<file path="src/sv/v3n_div_cell.sv">
// One restoring divide step for three numerators sharing a divisor.
module v3n_div_cell #(
  parameter int unsigned NumW = 31,
  parameter int unsigned DenW = 17,
  parameter int unsigned QW   = 16
) (
  input  logic            clk_i,
  input  logic            en_i,
  input  logic [DenW-1:0] den_i,
  input  logic [NumW-1:0] num_i [3],
  input  logic [DenW:0]   rem_i [3],
  input  logic [QW-1:0]   quo_i [3],
  output logic [DenW-1:0] den_o,
  output logic [NumW-1:0] num_o [3],
  output logic [DenW:0]   rem_o [3],
  output logic [QW-1:0]   quo_o [3]
);

  logic [DenW-1:0] den_q;
  logic [NumW-1:0] num_q [3];
  logic [DenW:0]   rem_q [3];
  logic [QW-1:0]   quo_q [3];
  logic [DenW:0]   shf   [3];
  logic [DenW:0]   rem_d [3];
  logic [QW-1:0]   quo_d [3];
  logic [NumW-1:0] num_d [3];

  always_comb begin
    for (int i = 0; i < 3; i++) begin
      shf[i]   = {rem_i[i][DenW-1:0], num_i[i][NumW-1]};
      num_d[i] = {num_i[i][NumW-2:0], 1'b0};
      if (shf[i] >= {1'b0, den_i}) begin
        rem_d[i] = shf[i] - {1'b0, den_i};
        quo_d[i] = {quo_i[i][QW-2:0], 1'b1};
      end else begin
        rem_d[i] = shf[i];
        quo_d[i] = {quo_i[i][QW-2:0], 1'b0};
      end
    end
  end

  always_ff @(posedge clk_i) begin
    if (en_i) begin
      den_q <= den_i;
      for (int i = 0; i < 3; i++) begin
        num_q[i] <= num_d[i];
        rem_q[i] <= rem_d[i];
        quo_q[i] <= quo_d[i];
      end
    end
  end

  assign den_o = den_q;
  assign num_o = num_q;
  assign rem_o = rem_q;
  assign quo_o = quo_q;

endmodule

</file>
<file path="config.mk">
export PLATFORM = sky130hd
export DESIGN_NAME = v3n_div_cell
export DESIGN_NICKNAME = d
export VERILOG_FILES = /design/src/sv/v3n_div_cell.sv
export SDC_FILE = /design/constraint.sdc
export NUM_CORES = 1
export LEC_CHECK = 0
export BUFFER_PORTS_ARGS = -buffer_cell sky130_fd_sc_hd__buf_4
export CORE_AREA = 2 2 167 169
export CTS_BUF_LIST = sky130_fd_sc_hd__clkbuf_8
export DETAILED_ROUTE_END_ITERATION = 12
export DIE_AREA = 0 0 169 171
export SYNTH_ARGS = -nofsm -noshare
export SYNTH_HDL_FRONTEND = slang
export SYNTH_SLANG_ARGS = --single-unit
</file>
<file path="constraint.sdc">
create_clock -name clk_i -period 4.1 [get_ports clk_i]
set_clock_uncertainty 0.2 [all_clocks]
set_input_delay 0.615 -clock clk_i [delete_from_list [all_inputs] [get_ports clk_i]]
set_output_delay 0.615 -clock clk_i [all_outputs]
set_load 0.05 [all_outputs]
</file>
; Yosys cells after proc, flatten, opt, wreduce, memory -nomap -nowiden
; Cells that the tools add are included.
; W data, S select, Z words.
[totals]
output_inout_bits = 212
n_memories = 0
ramBits = 0
ff_bits = 209
mem_bits_ro = 0
in_bits = 214
latchBits = 0
[classes]
shifts = 0
bitwise_logic = 0
n_eq_ne = 0
reduce_logical = 0
order_cmp = 3
div = 0
n_addsub = 3
mul = 0
mux = 6
[op_table]
columns = operator, count
row1 = $ge A18 B17 Y1, 3
row2 = $mux W18, 3
row3 = $sub A18 B17 Y18, 3
row4 = $mux W1, 3

; Logic depth before layout (Yosys ltp)
[depth]
depth_word = 2
ltp_mapped = 13
depth_no_buf = 11

; Least setup slack after synthesis
; Ideal clock, no wire load.
[synth_timing]
kind = input -> register
startpoint = input port num_i[61] (netlist name)
endpoint = register rem_q, in the netlist rem_o[30], data pin
required_time_ps = 3632
arrival_time_ps = 2751
n_path_buf = 0
path_stages = 11
path_slack_ps = 882
path_cell_list = inv_1 ha_1 inv_1 fa_1 a21o_1 a221oi_2 nor3_1 a2111oi_0 a21oi_1 xnor2_1 o21ai_0
[synth_rtl]
columns = item, line_no
row1 = "start, declared", 10  ; input logic [NumW-1:0] num_i [3],
row2 = "end signal, assigned by index", 47  ; rem_q[i] <= rem_d[i];
row3 = "end, declared", 21  ; logic [DenW:0] rem_q [3];

==> results.md <==
- Part of the cycle the worst path needs: 77.0%
- Total clock sinks: 209
- Measured slew at the worst slew-check pin: 640 ps
- Distinct cell type count after synthesis: 60
- Post-layout net count: 1,393
- Post-synthesis mux area share: 2.53%
- Post-CTS Setup Inserts: 0
- Port bufs: 416
- Async SR Flop Fraction: 0%
- Max Root-Sink Buffers: 3
- First-pass GRT wire length: 42.3 mm
- DR WL/cell: 19.7 um
- Post-route ant nets: 0
- Final Hold Slack: 64.7 ps
- DR vias: 7,263
- Hold_buf cts: 0
- Number of synthesized register bits: 209
- Filler Cell Count: 2,467
- Number of DRC markers in iteration 0: 349
- TritonCTS Buffers: 38
- Fmax achieved: 0.317 GHz
- Routed WL: 29.5 mm
- Critical path launch point type: input port
- Power per cell area: 463 nW/um^2
- Register area share after synthesis: 65.8%
- Final Setup Violations: 0
- Remaining DRCs: 0
- Ys Warns: 0
- Hold Fails Final Rpt: 0
- Mapped Area: 9540 sq um
- CTS tree: yes
- Area contributors post-synth: edfxtp_1 (66%), ha_1 (6.7%), o21ai_0 (2.5%)
- Share of cells above drive strength 1: 43.6%
- Area grow syn2layout: 44.9%
- Xor/xnor cell area share of the yosys netlist: 3.77%
- Simple-gate share of the synthesized area: 7.05%
- Resized Gates After CTS: 0
- Adder-cell area share of the yosys netlist: 7.32%
- Routability cong.: 0.857
- Top cell type by total area after synthesis: edfxtp_1
- Die area: 28,900 sq um
- Max VDD drop: 0.220 mV
- Core area: 27,300 sq um
- Starting Density: 34.9%
- Outcome: finished clean
- FP Rows: 61
- Min Clock Period, post-route: 3160 ps
- Synth Area in Compound Gates: 11.4%
- Die Wd: 169 um
- Drt pass-1 iters: 4
- Final max-slew violation count: 0
- Setup CP Type: input port to flop
- Largest net degree at the start of global routing: 77
- Die Y: 171 um
- Critical path required time: 4170 ps
- Critical path capture point type: flop
- Largest family of logic cells by synthesized area: compound AO/OA/AOI/OAI gates
- Worst Path Max Fanout: 9
- Max H-tree Level: 2
- Hpwl dp: 22.8 mm
- RSZ-0062 raised after global routing: no
- TNS Setup: 0 ps
- Maximum Capacitance Violations: 0
- Normalized max-slew margin: 57.4%
- Mapped Avg Cell Area: 14.3 sq um
- Area share of the largest cell type after synthesis: 65.8%
- Leak: 5.97 nW
- Cells after synthesis: 669
- Top FF cell, synth: edfxtp_1
- Vias in the first global route: 7,098
- Post-synth EDFFs: 209
- Total Routing Usage GR: 19.3%
- I/O Pins: 426
- Worst hold path type: input port to flop
- Worst Path Arrival: 3230 ps
- Total congestion overflow: 0
- Root Buffer: clkbuf_8
- Hold path cells: 1
- Clk slew on worst S/H paths: 60 ps
- Vias per Instance: 4.85
- Antenna violations before repair: 1
-- Yosys cell counts (all sizes together), types with 9 or more instances --
master	count
ha	51
mux2	17
xor2	19
inv	28
buf	9
xnor2	22
o21ai	47
nand2	52
a21oi	47
nand2b	9
a21o	19
edfxtp	209
nor2	20
-- final timing paths --
check	from	end	slack (ps)
max	den_i[9]	rem_o[33]	940
min	quo_i[38]	quo_o[39]	60
-- cell families after synthesis --
| group | count (synthesis) |
|---|---|
| other cells | 1 |
| fa+ha+maj | 54 |
| simple gates | 135 |
| xor+xnor | 41 |
| flops | 209 |
| buf+inv | 43 |
| compound gates | 167 |
| mux | 19 |
-- layer usage --
layer	up-vias	GRT usage (%)	part of all wire, %
met5	-	0	0
met4	0	5.35	2.2
met3	40	5.85	7.8
met2	271	35.8	52
met1	3470	21.4	38
li1	3482	-	-
-- metrics by stage --
| step | setup slack (ps) | area (sq um) | cells | util (%) | total power [mW] |
|---|---|---|---|---|---|
| after floorplan | 882 | 9540 | 671 | - | 3.96 |
| after CTS | 999 | 13800 | 1498 | 50.6 | 6.49 |
| after global placement | 451 | 13100 | 1431 | 48.1 | 4.64 |
| final | 944 | 13800 | 1499 | 50.6 | 6.40 |
| after global routing | 807 | 13800 | 1498 | 50.6 | 6.69 |
| after detailed placement | 431 | 13100 | 1431 | 48.1 | 4.65 |
-- flip-flops by register name (all words and copies together), names as in the netlist --
| register | cells |
|---|---|
| num_o | 90 |
| rem_o | 54 |
| quo_o | 48 |
| den_o | 17 |
-- worst max-delay path, cell delays in order --
cell and delay (ps):
buf_4 90, inv_1 170, ha_1 450, nand4_1 160, or2_1 260, or4_1 520, nand3b_1 120, a41oi_2 280
inv_1 200, mux2_2 350
-- cell type report --
type | instances | area, sq um | share of cell area, %
Inverter | 28 | 105 | 0.760
Timing Repair Buffer | 429 | 3250 | 23.5
Sequential cell | 209 | 6280 | 45.4
Antenna cell | 1 | 2.50 | 0.0181
Clock inverter | 28 | 146 | 1.06
Tap cell | 346 | 433 | 3.13
Clock buffer | 39 | 537 | 3.88
Multi-Input combinational cell | 419 | 3070 | 22.2
-- power breakdown --
group          internal (mW)  switching, mW
registers               2.62         0.0597
logic                  0.653           1.27
clock network          0.950          0.856
total                   4.22           2.18
-- cell usage in the layout, fill, tap and decap left out, types with 4 or more instances in the layout --
| cell type | instances |
|---|---|
| buf_4 | 426 |
| clkbuf_8 | 40 |
| nor3_1 | 5 |
| ha_1 | 51 |
| a211o_1 | 6 |
| a31oi_1 | 6 |
| o21a_1 | 8 |
| a21o_1 | 19 |
| nand3_1 | 7 |
| xnor2_1 | 22 |
| edfxtp_1 | 209 |
| a211oi_1 | 7 |
| o21ai_0 | 47 |
| mux2_4 | 8 |
| xor2_1 | 19 |
| nand2_1 | 52 |
| nor2b_1 | 8 |
| mux2_2 | 9 |
| clkinv_2 | 4 |
| o31ai_1 | 4 |
| inv_1 | 38 |
| nand2b_1 | 9 |
| clkinv_1 | 11 |
| a21oi_1 | 45 |
| nand4_1 | 8 |
| nor2_1 | 20 |
(Power assumes the default switching activity.)
