## config.mk

```make
export PLATFORM = sky130hd
export DESIGN_NAME = v3n_sqrt_cell
export DESIGN_NICKNAME = d
export VERILOG_FILES = /design/src/sv/v3n_sqrt_cell.sv
export SDC_FILE = /design/constraint.sdc
export NUM_CORES = 1
export LEC_CHECK = 0
export BUFFER_PORTS_ARGS = -buffer_cell sky130_fd_sc_hd__buf_2
export CAP_MARGIN = 40
export CORE_UTILIZATION = 35
export CTS_BUF_LIST = sky130_fd_sc_hd__clkbuf_4
export CTS_CLUSTER_SIZE = 16
export DETAILED_ROUTE_END_ITERATION = 8
export PLACE_DENSITY_LB_ADDON = 0.08
export REMOVE_ABC_BUFFERS = 1
export SLEW_MARGIN = 20
export SYNTH_ARGS = -nofsm -noshare
export SYNTH_HDL_FRONTEND = slang
export SYNTH_SLANG_ARGS = --single-unit
```

## constraint.sdc

```tcl
create_clock -name clk_i -period 4.6 [get_ports clk_i]
set_input_delay 0.46 -clock clk_i [delete_from_list [all_inputs] [get_ports clk_i]]
set_output_delay 0.46 -clock clk_i [all_outputs]
set_load 0.005 [all_outputs]
```

## src/sv/v3n_sqrt_cell.sv

```systemverilog
// One restoring square-root step: resolves one root bit per cycle while en_i is high.
module v3n_sqrt_cell #(
  parameter int unsigned RemW  = 34,
  parameter int unsigned RootW = 17,
  parameter int unsigned Step  = 0
) (
  input  logic             clk_i,
  input  logic             en_i,
  input  logic [RemW-1:0]  rem_i,
  input  logic [RootW-1:0] root_i,
  output logic [RemW-1:0]  rem_o,
  output logic [RootW-1:0] root_o
);

  localparam int unsigned Bt = RootW - 1 - Step;
  localparam int unsigned Sh = 2 * Bt;

  logic [RemW-1:0] trial;
  logic [RemW-1:0] rem_d;
  logic [RootW-1:0] root_d;
  logic [RemW-1:0] rem_q;
  logic [RootW-1:0] root_q;

  // trial = (2*root + 2^Bt) << Bt, root holding the bits resolved so far in place
  always_comb begin
    trial = ({{(RemW-RootW){1'b0}}, root_i} << (Bt + 1)) |
            ({{(RemW-1){1'b0}}, 1'b1} << Sh);
    if (rem_i >= trial) begin
      rem_d  = rem_i - trial;
      root_d = root_i | ({{(RootW-1){1'b0}}, 1'b1} << Bt);
    end else begin
      rem_d  = rem_i;
      root_d = root_i;
    end
  end

  always_ff @(posedge clk_i) begin
    if (en_i) begin
      rem_q  <= rem_d;
      root_q <= root_d;
    end
  end

  assign rem_o  = rem_q;
  assign root_o = root_q;

endmodule

```

==> Word-level counts from Yosys, hierarchy flattened <==
Cells that the tools add are included.
{ "word_totals": {"ff_bits": 51, "in_bits": 53, "output_inout_bits": 51, "elab_cells": 6} }
{ "classes": {"n_addsub": 1, "order_cmp": 1, "n_mux": 1} }
{ "op_table": {"columns": ["operator", "count"], "rows": [
  ["$ge 34x34->1", 1],
  ["$mux 34", 1],
  ["$sub 34x34->34", 1]
]} }

==> Depth between registers and ports, before layout <==
Gate-level depths: netlist (run 1).
{ "logic_depth": {"word_depth": 2, "mapped_depth": 10} }

==> Worst setup path after synthesis (run 1) <==
OpenSTA, ideal clock, no wires.
{ "synth_path": {"path_type": "input to register", "from": "input root_i[12]", "to": "register rem_q[24], in the netlist rem_o[24] (data pin)", "setup_ps": 260, "t_arrival_ps": 2300, "required_ps": 4340, "setup_slack_ps": 2039, "path_stages": 10, "cell_sequence": "inv_1 ha_1 buf_6 a21oi_4 o21ai_2 a31o_1 a311oi_4 nand2_4 buf_6 mux2_4"} }
{ "synth_between": {"elab_chain_cells": 2} }
{ "synth_rtl": {"columns": ["item", "line", "text"], "rows": [
  ["start, declared", "10", "input logic [RootW-1:0] root_i,"],
  ["$ge 34x34->1", "28", "if (rem_i >= trial) begin"],
  ["$mux 34", "28", null],
  ["named net rem_d[24]", "19", "logic [RemW-1:0] rem_d;"],
  ["end signal, assigned", "39", "rem_q <= rem_d;"],
  ["end, declared", "21", "logic [RemW-1:0] rem_q;"]
]} }
The timed path passes the listed nets, and every way through them passes these cells.
A chain may end at the register's enable or synchronous reset.

==> Worst setup path after layout (run 1) <==
{ "layout_path": {"from": "input root_i[1]", "to": "register rem_q[20], in the netlist rem_o[20] (data pin)"} }
{ "layout_between": {"elab_chain_cells": 2} }
{ "layout_rtl": {"columns": ["item", "line"], "rows": [
  ["$sub 34x34->34 / $ge 34x34->1 (equally long branches)", "29, 28"],
  ["$mux 34 *", "28"],
  ["named net rem_d[20]", "19"]
]} }
The timed path passes the listed nets; every way through them passes the cells marked *.

==> results of run 1 <==
==> registers in the layout (all words and copies together), names as in the netlist <==
| register | flops |
|---|---|
| rem_o | 34 |
| root_o | 17 |
==> cell families (layout without fill, tap and decap cells) <==
logic type | after synthesis | count (layout) | synth area share [%]
AOI/OAI and AO/OA | 45 | 45 | 12.28
xor gates and xnor gates | 11 | 11 | 3.427
adders and majority gates | 17 | 17 | 7.833
buffers and inverters | 24 | 130 | 4.050
DFF | 51 | 51 | 54.47
muxes | 16 | 16 | 7.209
and+or+nand+nor | 57 | 57 | 10.73
==> synth_stat cells, types with 2 or more instances <==
| cell type | number |
|---|---|
| inv_1 | 18 |
| buf_6 | 3 |
| nand3b_1 | 2 |
| clkbuf_1 | 2 |
| nor2b_1 | 4 |
| a31oi_1 | 3 |
| nand2_1 | 11 |
| a211oi_1 | 2 |
| nor2_1 | 15 |
| mux2_2 | 6 |
| nand3_1 | 3 |
| a21oi_1 | 8 |
| o2111ai_1 | 2 |
| xnor2_1 | 8 |
| ha_1 | 16 |
| o21ai_2 | 2 |
| or4_1 | 4 |
| o211ai_1 | 3 |
| nor4_1 | 3 |
| mux2i_1 | 3 |
| o21ai_0 | 4 |
| o21a_1 | 3 |
| nor3_1 | 6 |
| nand4_1 | 3 |
| a21o_1 | 4 |
| and3_1 | 2 |
| edfxtp_1 | 51 |
| mux2_4 | 7 |
| a21boi_0 | 2 |
| a2bb2oi_1 | 2 |
| xor2_1 | 3 |
==> power groups by stage <==
stage	clock, mW	combinational (mW)	sequential [mW]
after global routing	0.254	0.289	0.576
after CTS	0.242	0.263	0.573
after detailed placement	0	0.262	0.583
after floorplan	0	0.144	0.592
final	0.229	0.259	0.572
after global placement	0	0.260	0.583
==> worst max-delay path, delay by kind of cell <==
family	cells	cell delay, ns
AO/OA/AOI/OAI	1	0.08
AND/OR/NAND/NOR	4	1.37
buffers and inverters	2	0.15
adder cells (fa/ha/maj)	1	0.30
multiplexers	1	0.38
==> layout make-up <==
class / instances / area, um^2 / area share (%)
sequential: 51 / 1531 / 44.00
multi-input combinational: 146 / 1166 / 33.50
timing repair buffer: 104 / 523.0 / 15.03
tap: 102 / 127.6 / 3.666
inverter: 18 / 67.56 / 1.941
clock buffer: 5 / 37.54 / 1.078
clock inverter: 3 / 27.53 / 0.7908
==> metal layers <==
layer / track usage [%] / up-vias / wire (um)
met4: 4.365 / 0 / 54
met5: 0 / - / 0
met3: 2.902 / 4 / 319
met2: 25.75 / 72 / 2982
met1: 20.03 / 971 / 2875
li1: - / 1050 / -
==> metrics by stage <==
| stage | hold slack (ns) | util, % | instance area, um^2 | power, mW |
|---|---|---|---|---|
| floorplan | 0.5589 | - | 2765 | 0.7361 |
| global placement | 0.6374 | 43.98 | 3416 | 0.8425 |
| detailed placement | 0.6424 | 43.98 | 3416 | 0.8453 |
| CTS | 0.2270 | 44.81 | 3481 | 1.078 |
| global route | 0.2237 | 44.81 | 3481 | 1.119 |
| finish | 0.2457 | 44.81 | 3481 | 1.060 |
==> worst paths after layout <==
| check | end | slack [ns] | startpoint |
|---|---|---|---|
| hold / removal | root_o[15] | 0.25 | root_i[15] |
| setup / recovery | rem_o[20] | 2.02 | root_i[1] |
==> flow_summary.json, run 1 <==
{
  "die-area_um2": 8395,
  "clk_pin_slew_ns": 0.17,
  "cts-root-buf": "clkbuf_4",
  "synth_cell_types": 47,
  "finalSetupViolations": 0,
  "ios": 104,
  "max_cap_viol_count": 0,
  "cts_tree": "done",
  "switching_share_pct": 28.96,
  "async_flop_share_pct": 0,
  "crit_arrival_ns": 2.74,
  "post-cts-setup-buffer-count": 0,
  "antenna_found_initial": 0,
  "cts-htree-levels": 2,
  "hold-path-cell-count": 1,
  "final_cell_mix": "buf_2 (103), edfxtp_1 (51), inv_1 (18)",
  "globalRoute.totalOverflow": 0,
  "ir_worst_vdd_uv": 121.1,
  "numCtsBuffers": 5,
  "dp.cells": 421,
  "fmax_mhz": 387.0,
  "clockBufferDepth": 2,
  "drt-total-wl_mm": 6.231,
  "clockPowerShare_pct": 21.6,
  "coreArea_um2": 7767,
  "cellPowerDensity_nw_per_um2": 304.7,
  "wl_per_cell_um": 14.52,
  "ant_nets": 0,
  "layout_min_cycle_time_ns": 2.584,
  "tns_ns": 0,
  "synth-seq-area-share_pct": 54.47,
  "vias_per_cell": 4.888,
  "nNetsFinal": 396,
  "synth_area_um2": 2811,
  "antenna-diode-count": 0,
  "critPathLaunchType": "primary input",
  "drt_iter0_markers": 66,
  "dp_slack_ns": 1.561,
  "yosysTopAreaCellShare_pct": 54.47,
  "status": "finished clean",
  "gp_congestion": 0.8020,
  "ys_top_cells_by_area": "edfxtp_1 (54%), ha_1 (7.1%), mux2_4 (3.7%)",
  "drive_gt1_share_pct": 40.06,
  "crit_chain": "buf_2 > inv_1 > ha_1 > or4b_1 > nor4_1 > and3_1 > a311oi_4 > nand2_4 > mux2_2",
  "vias": 2097,
  "start_util_pct": 36.20,
  "synth_edf_count": 51,
  "critPathMaxFanout": 16,
  "internal_power_mw": 0.7533,
  "min_path_type": "in2reg",
  "num_rows": 32,
  "syn_to_final_growth_pct": 23.81,
  "final_cell_count_no_fill": 429,
  "slew_headroom_pct": 60.29,
  "dr.pass1.iters": 4,
  "die_h_um": 91.63,
  "avgSynthCellArea_um2": 12.72,
  "rsz0062_at_grt": "false",
  "endpoint_kind": "flop",
  "power_frac_comb_pct": 24.5,
  "hold_viol_final": 0,
  "synth_top_cell_by_area": "edfxtp_1",
  "dp_hpwl_mm": 4.815,
  "cpMaxStageDelayCell": "or4b_1",
  "gr-usage-all-layers_pct": 15.30,
  "drc": 0,
  "clock_sinks": 51,
  "path_class": "in2reg",
  "synth_ff_type": "edfxtp_1",
  "drv_slew": 0,
  "setup_ws_ns": 2.016,
  "die_x_um": 91.63,
  "grt_pass1_vias": 2022,
  "crit_required_ns": 4.75,
  "numPortBuffers": 103,
  "grt_pass1_wl_mm": 9.977,
  "layout_commonest_cell": "buf_2",
  "cts_resized": 0,
  "grt_max_degree": 28,
  "cts_hold_buf": 0,
  "yosysWarnings": 0,
  "power_switching_mw": 0.3072,
  "p_leak_nw": 1.536,
  "synth-seq-cells": 51,
  "p_seq_share_pct": 53.9,
  "syn-instance-count": 221,
  "tightest_slew_ns": 0.5894,
  "fin_crit_sh_pct": 56.17,
  "cpPeakStageDelay_ns": 0.45,
  "num-fill-cells": 793
}
(Power assumes the default switching activity.)
==> run 2, diff against run 1 <==
==> constraint.sdc (replaced) <==
create_clock -name clk_i -period 2.45 [get_ports clk_i]
set_input_delay 0.245 -clock clk_i [delete_from_list [all_inputs] [get_ports clk_i]]
set_output_delay 0.245 -clock clk_i [all_outputs]
set_load 0.005 [all_outputs]
==> flow_summary.json, run 2 (synthesized netlist as in run 1, its figures left out) <==
{
  "syn_to_final_growth_pct": 32.71,
  "wl_per_cell_um": 13.89,
  "status": "finished clean",
  "numCtsBuffers": 5,
  "clockBufferDepth": 2,
  "layout_min_cycle_time_ns": 2.160,
  "hold_viol_final": 0,
  "clock_sinks": 51,
  "finalSetupViolations": 0,
  "crit_cells": 10,
  "ir_worst_vdd_uv": 198.7,
  "dp_slack_ns": -0.1620,
  "drc": 0,
  "gr-usage-all-layers_pct": 15.81,
  "final_cell_mix": "buf_2 (103), edfxtp_1 (51), buf_4 (25)",
  "fmax_mhz": 463.1,
  "antenna_found_initial": 0,
  "clk_pin_slew_ns": 0.17,
  "p_leak_nw": 1.682,
  "min_path_type": "in2reg",
  "tightest_slew_ns": 0.5927,
  "gp_congestion": 0.7983,
  "fin_crit_sh_pct": 88.15,
  "num-fill-cells": 774,
  "vias_per_cell": 4.792,
  "die-area_um2": 8395,
  "drt-total-wl_mm": 6.350,
  "drive_gt1_share_pct": 44.51,
  "grt_pass1_wl_mm": 10.25,
  "grt_max_degree": 28,
  "path_class": "in2reg",
  "crit_required_ns": 2.60,
  "numPortBuffers": 103,
  "crit_chain": "buf_2 > inv_1 > ha_1 > or4b_1 > nor4_1 > and3_1 > a311oi_4 > nand2_4 > buf_12 > mux2_2",
  "drt_iter0_markers": 71,
  "critical_path.endpoint": "rem_o[33]",
  "die_h_um": 91.63,
  "cellPowerDensity_nw_per_um2": 551.9,
  "endpoint_kind": "flop",
  "dr.pass1.iters": 4,
  "die_x_um": 91.63,
  "cts-root-buf": "clkbuf_4",
  "ant_nets": 0,
  "crit_start": "root_i[1]",
  "cts_resized": 0,
  "cpMaxStageDelayCell": "or4b_1",
  "rsz0062_at_grt": "false",
  "postLayoutCoreUtil_pct": 48.03,
  "crit_arrival_ns": 2.31,
  "critPathLaunchType": "primary input",
  "coreArea_um2": 7767,
  "cpPeakStageDelay_ns": 0.44,
  "critPathTopFamily": "simple AND/OR/NAND/NOR gates",
  "max_cap_viol_count": 0,
  "tns_ns": 0,
  "slew_headroom_pct": 60.49,
  "globalRoute.totalOverflow": 0,
  "cts_tree": "done",
  "ios": 104,
  "cts-htree-levels": 2,
  "largest_reg_flops": 34,
  "grt_pass1_vias": 2138,
  "start_util_pct": 36.20,
  "vias": 2190,
  "cp.buffers_inverters": 3,
  "setup_ws_ns": 0.2904,
  "num_rows": 32,
  "critPathMaxFanout": 10,
  "layout_commonest_cell": "buf_2",
  "power_mw": 2.059,
  "nNetsFinal": 424,
  "antenna-diode-count": 0,
  "drv_slew": 0,
  "dp_hpwl_mm": 5.126
}
-- run 2: changes by cell type in the layout (fill, tap and decap cells not counted), sizes merged --
cell	before	now
buf	104	131
dlygate4sd3	0	1
-- run 2: layout make-up --
class / count / area (um^2) / area share [%]
clock buffer: 5 / 37.54 / 1.006
clock inverter: 3 / 27.53 / 0.7378
multi-input combinational: 146 / 1166 / 31.25
sequential: 51 / 1531 / 41.05
timing repair buffer: 132 / 773.2 / 20.72
tap: 102 / 127.6 / 3.421
inverter: 18 / 67.56 / 1.811
-- run 2: how the worst min path moves through the flow --
stage,cells past startpoint,to,from
after CTS,1,root_o[15],root_i[15]
after global placement,1,root_o[15],root_i[15]
after detailed placement,1,root_o[15],root_i[15]
after global routing,1,root_o[4],root_i[4]
final,1,root_o[2],root_i[2]
after floorplan,0,rem_o[0],rem_i[0]
-- run 2: repair_timing --
item / CTS / global route
hold buffers: 0 / 1
setup buffers: 0 / 0
hold endpoints to repair: 0 / 1
-- run 2: where the power goes --
part | switching, mW | total (mW) | internal (mW)
clock network | 0.306 | 0.430 | 0.123
logic | 0.268 | 0.556 | 0.289
registers | 0.0160 | 1.07 | 1.06
total | 0.590 | 2.06 | 1.47
-- run 2: through the flow --
stage                     hold slack [ns]  cells  instance area (um^2)
after floorplan                    0.3439    215                  2765
after detailed placement           0.4237    448                  3656
after global routing             0.005583    457                  3731
after CTS                        0.005423    456                  3721
final                             0.03237    457                  3731
after global placement             0.4223    448                  3656
-- run 2: per-layer routing --
layer / GRT usage, % / up-vias / wire [um]
met5: 0 / - / 0
met4: 6.481 / 0 / 121
met3: 3.483 / 10 / 482
met2: 25.75 / 84 / 2995
met1: 20.36 / 992 / 2751
li1: - / 1104 / -
==> run 3, diff against run 2 <==
==> constraint.sdc (replaced) <==
create_clock -name clk_i -period 2.4 [get_ports clk_i]
set_input_delay 0.24 -clock clk_i [delete_from_list [all_inputs] [get_ports clk_i]]
set_output_delay 0.24 -clock clk_i [all_outputs]
set_load 0.005 [all_outputs]
==> flow_summary.json, run 3 (synthesized netlist as in run 1, its figures left out) <==
{
  "critPathMaxFanout": 8,
  "cpPeakStageDelay_ns": 0.44,
  "clk_pin_slew_ns": 0.17,
  "grt_max_degree": 28,
  "drive_gt1_share_pct": 44.82,
  "drv_slew": 0,
  "ant_nets": 0,
  "vias_per_cell": 4.730,
  "coreArea_um2": 7767,
  "finalSetupViolations": 0,
  "endpoint_kind": "flop",
  "wl_per_cell_um": 13.94,
  "nNetsFinal": 426,
  "cellPowerDensity_nw_per_um2": 560.7,
  "power_frac_comb_pct": 27.0,
  "numCtsBuffers": 5,
  "vias": 2171,
  "die-area_um2": 8395,
  "tightest_slew_ns": 0.5709,
  "cts_tree": "done",
  "internal_power_mw": 1.500,
  "drc": 0,
  "layout_min_cycle_time_ns": 2.139,
  "fin_area_um2": 3746,
  "path_class": "in2reg",
  "start_util_pct": 36.20,
  "critPathTopFamily": "simple AND/OR/NAND/NOR gates",
  "clock_sinks": 51,
  "crit_required_ns": 2.55,
  "grt_pass1_vias": 2156,
  "power_switching_mw": 0.6008,
  "cp.buffers_inverters": 3,
  "cts_hold_buf": 0,
  "max_cap_viol_count": 0,
  "min_path_type": "in2reg",
  "die_x_um": 91.63,
  "cts-root-buf": "clkbuf_4",
  "layout_commonest_cell": "buf_2",
  "die_h_um": 91.63,
  "clockBufferDepth": 2,
  "antenna-diode-count": 0,
  "p_leak_nw": 1.692,
  "gp_congestion": 0.8171,
  "hold_viol_final": 0,
  "grt_pass1_wl_mm": 10.18,
  "largest_reg_flops": 34,
  "critPathLaunchType": "primary input",
  "dp_hpwl_mm": 5.153,
  "cpMaxStageDelayCell": "or4b_1",
  "globalRoute.totalOverflow": 0,
  "crit_arrival_ns": 2.29,
  "switching_share_pct": 28.60,
  "drt-total-wl_mm": 6.399,
  "ir_worst_vdd_uv": 251.0,
  "slew_headroom_pct": 61.60,
  "final_cell_mix": "buf_2 (103), edfxtp_1 (51), buf_4 (27)",
  "cts_resized": 0,
  "rsz0062_at_grt": "false",
  "syn_to_final_growth_pct": 33.24,
  "cts-htree-levels": 2,
  "clockPowerShare_pct": 20.8,
  "ios": 104,
  "gr-usage-all-layers_pct": 15.67,
  "power_mw": 2.101,
  "dr.pass1.iters": 4,
  "antenna_found_initial": 0,
  "fin_crit_sh_pct": 89.13,
  "status": "finished clean",
  "crit_chain": "buf_2 > inv_1 > ha_1 > or4b_1 > nor4_1 > and3_1 > a311oi_4 > nand2_4 > buf_12 > mux2_2",
  "numPortBuffers": 103,
  "num_rows": 32,
  "p_seq_share_pct": 52.2,
  "drt_iter0_markers": 48,
  "num-fill-cells": 748,
  "post-cts-setup-buffer-count": 0,
  "fmax_mhz": 467.5,
  "postPlaceCellArea_um2": 3671
}
[run 3: changes by cell type in the layout (fill, tap and decap cells not counted), sizes merged]
cell	previous run	this run
buf	131	133
[run 3: power groups by stage]
stage | logic (mW) | clock network [mW] | registers (mW)
after floorplan | 0.276 | 0 | 1.13
after global placement | 0.569 | 0 | 1.12
after detailed placement | 0.572 | 0 | 1.12
after CTS | 0.574 | 0.462 | 1.10
after global routing | 0.628 | 0.485 | 1.10
final | 0.566 | 0.438 | 1.10
[run 3: cell type report]
class | instances | area [um^2] | share of cell area (%)
repair buffers | 134 | 788.3 | 21.04
clock inverters | 3 | 27.53 | 0.7348
multi-input cells | 146 | 1166 | 31.13
flip-flops and latches | 51 | 1531 | 40.88
inverters | 18 | 67.56 | 1.804
well taps | 102 | 127.6 | 3.407
clock buffers | 5 | 37.54 | 1.002
[run 3: per-stage QoR]
| stage | utilization (%) | setup TNS [ns] | worst slack, ns | cells | hold WS (ns) |
|---|---|---|---|---|---|
| detailed placement | 47.26 | -2.515 | -0.2072 | 450 | 0.4187 |
| global placement | 47.26 | -1.713 | -0.1461 | 450 | 0.4179 |
| global route | 48.23 | 0 | 0.1893 | 459 | 0.003685 |
| finish | 48.23 | 0 | 0.2608 | 459 | 0.03727 |
| floorplan | - | 0 | 0.1014 | 215 | 0.3389 |
| CTS | 48.10 | 0 | 0.2274 | 458 | 0.006015 |
[run 3: path summary, 6_finish.rpt]
| path | startpoint | endpoint | slack (ns) | depth (start not counted) |
|---|---|---|---|---|
| hold / removal | rem_i[15] | rem_o[15] | 0.04 | 1 |
| setup / recovery | root_i[1] | rem_o[33] | 0.26 | 10 |
[run 3: layer usage]
metal  vias to the layer above  global-route usage, %  share of wire (%)  routed length, um
met5                         -                      0                  0                  0
met4                         0                  6.217                2.3                145
met3                        12                  3.400                5.2                334
met2                        72                  26.00                 46               2971
met1                       981                  19.86                 46               2947
li1                       1106                      -                  -                  -
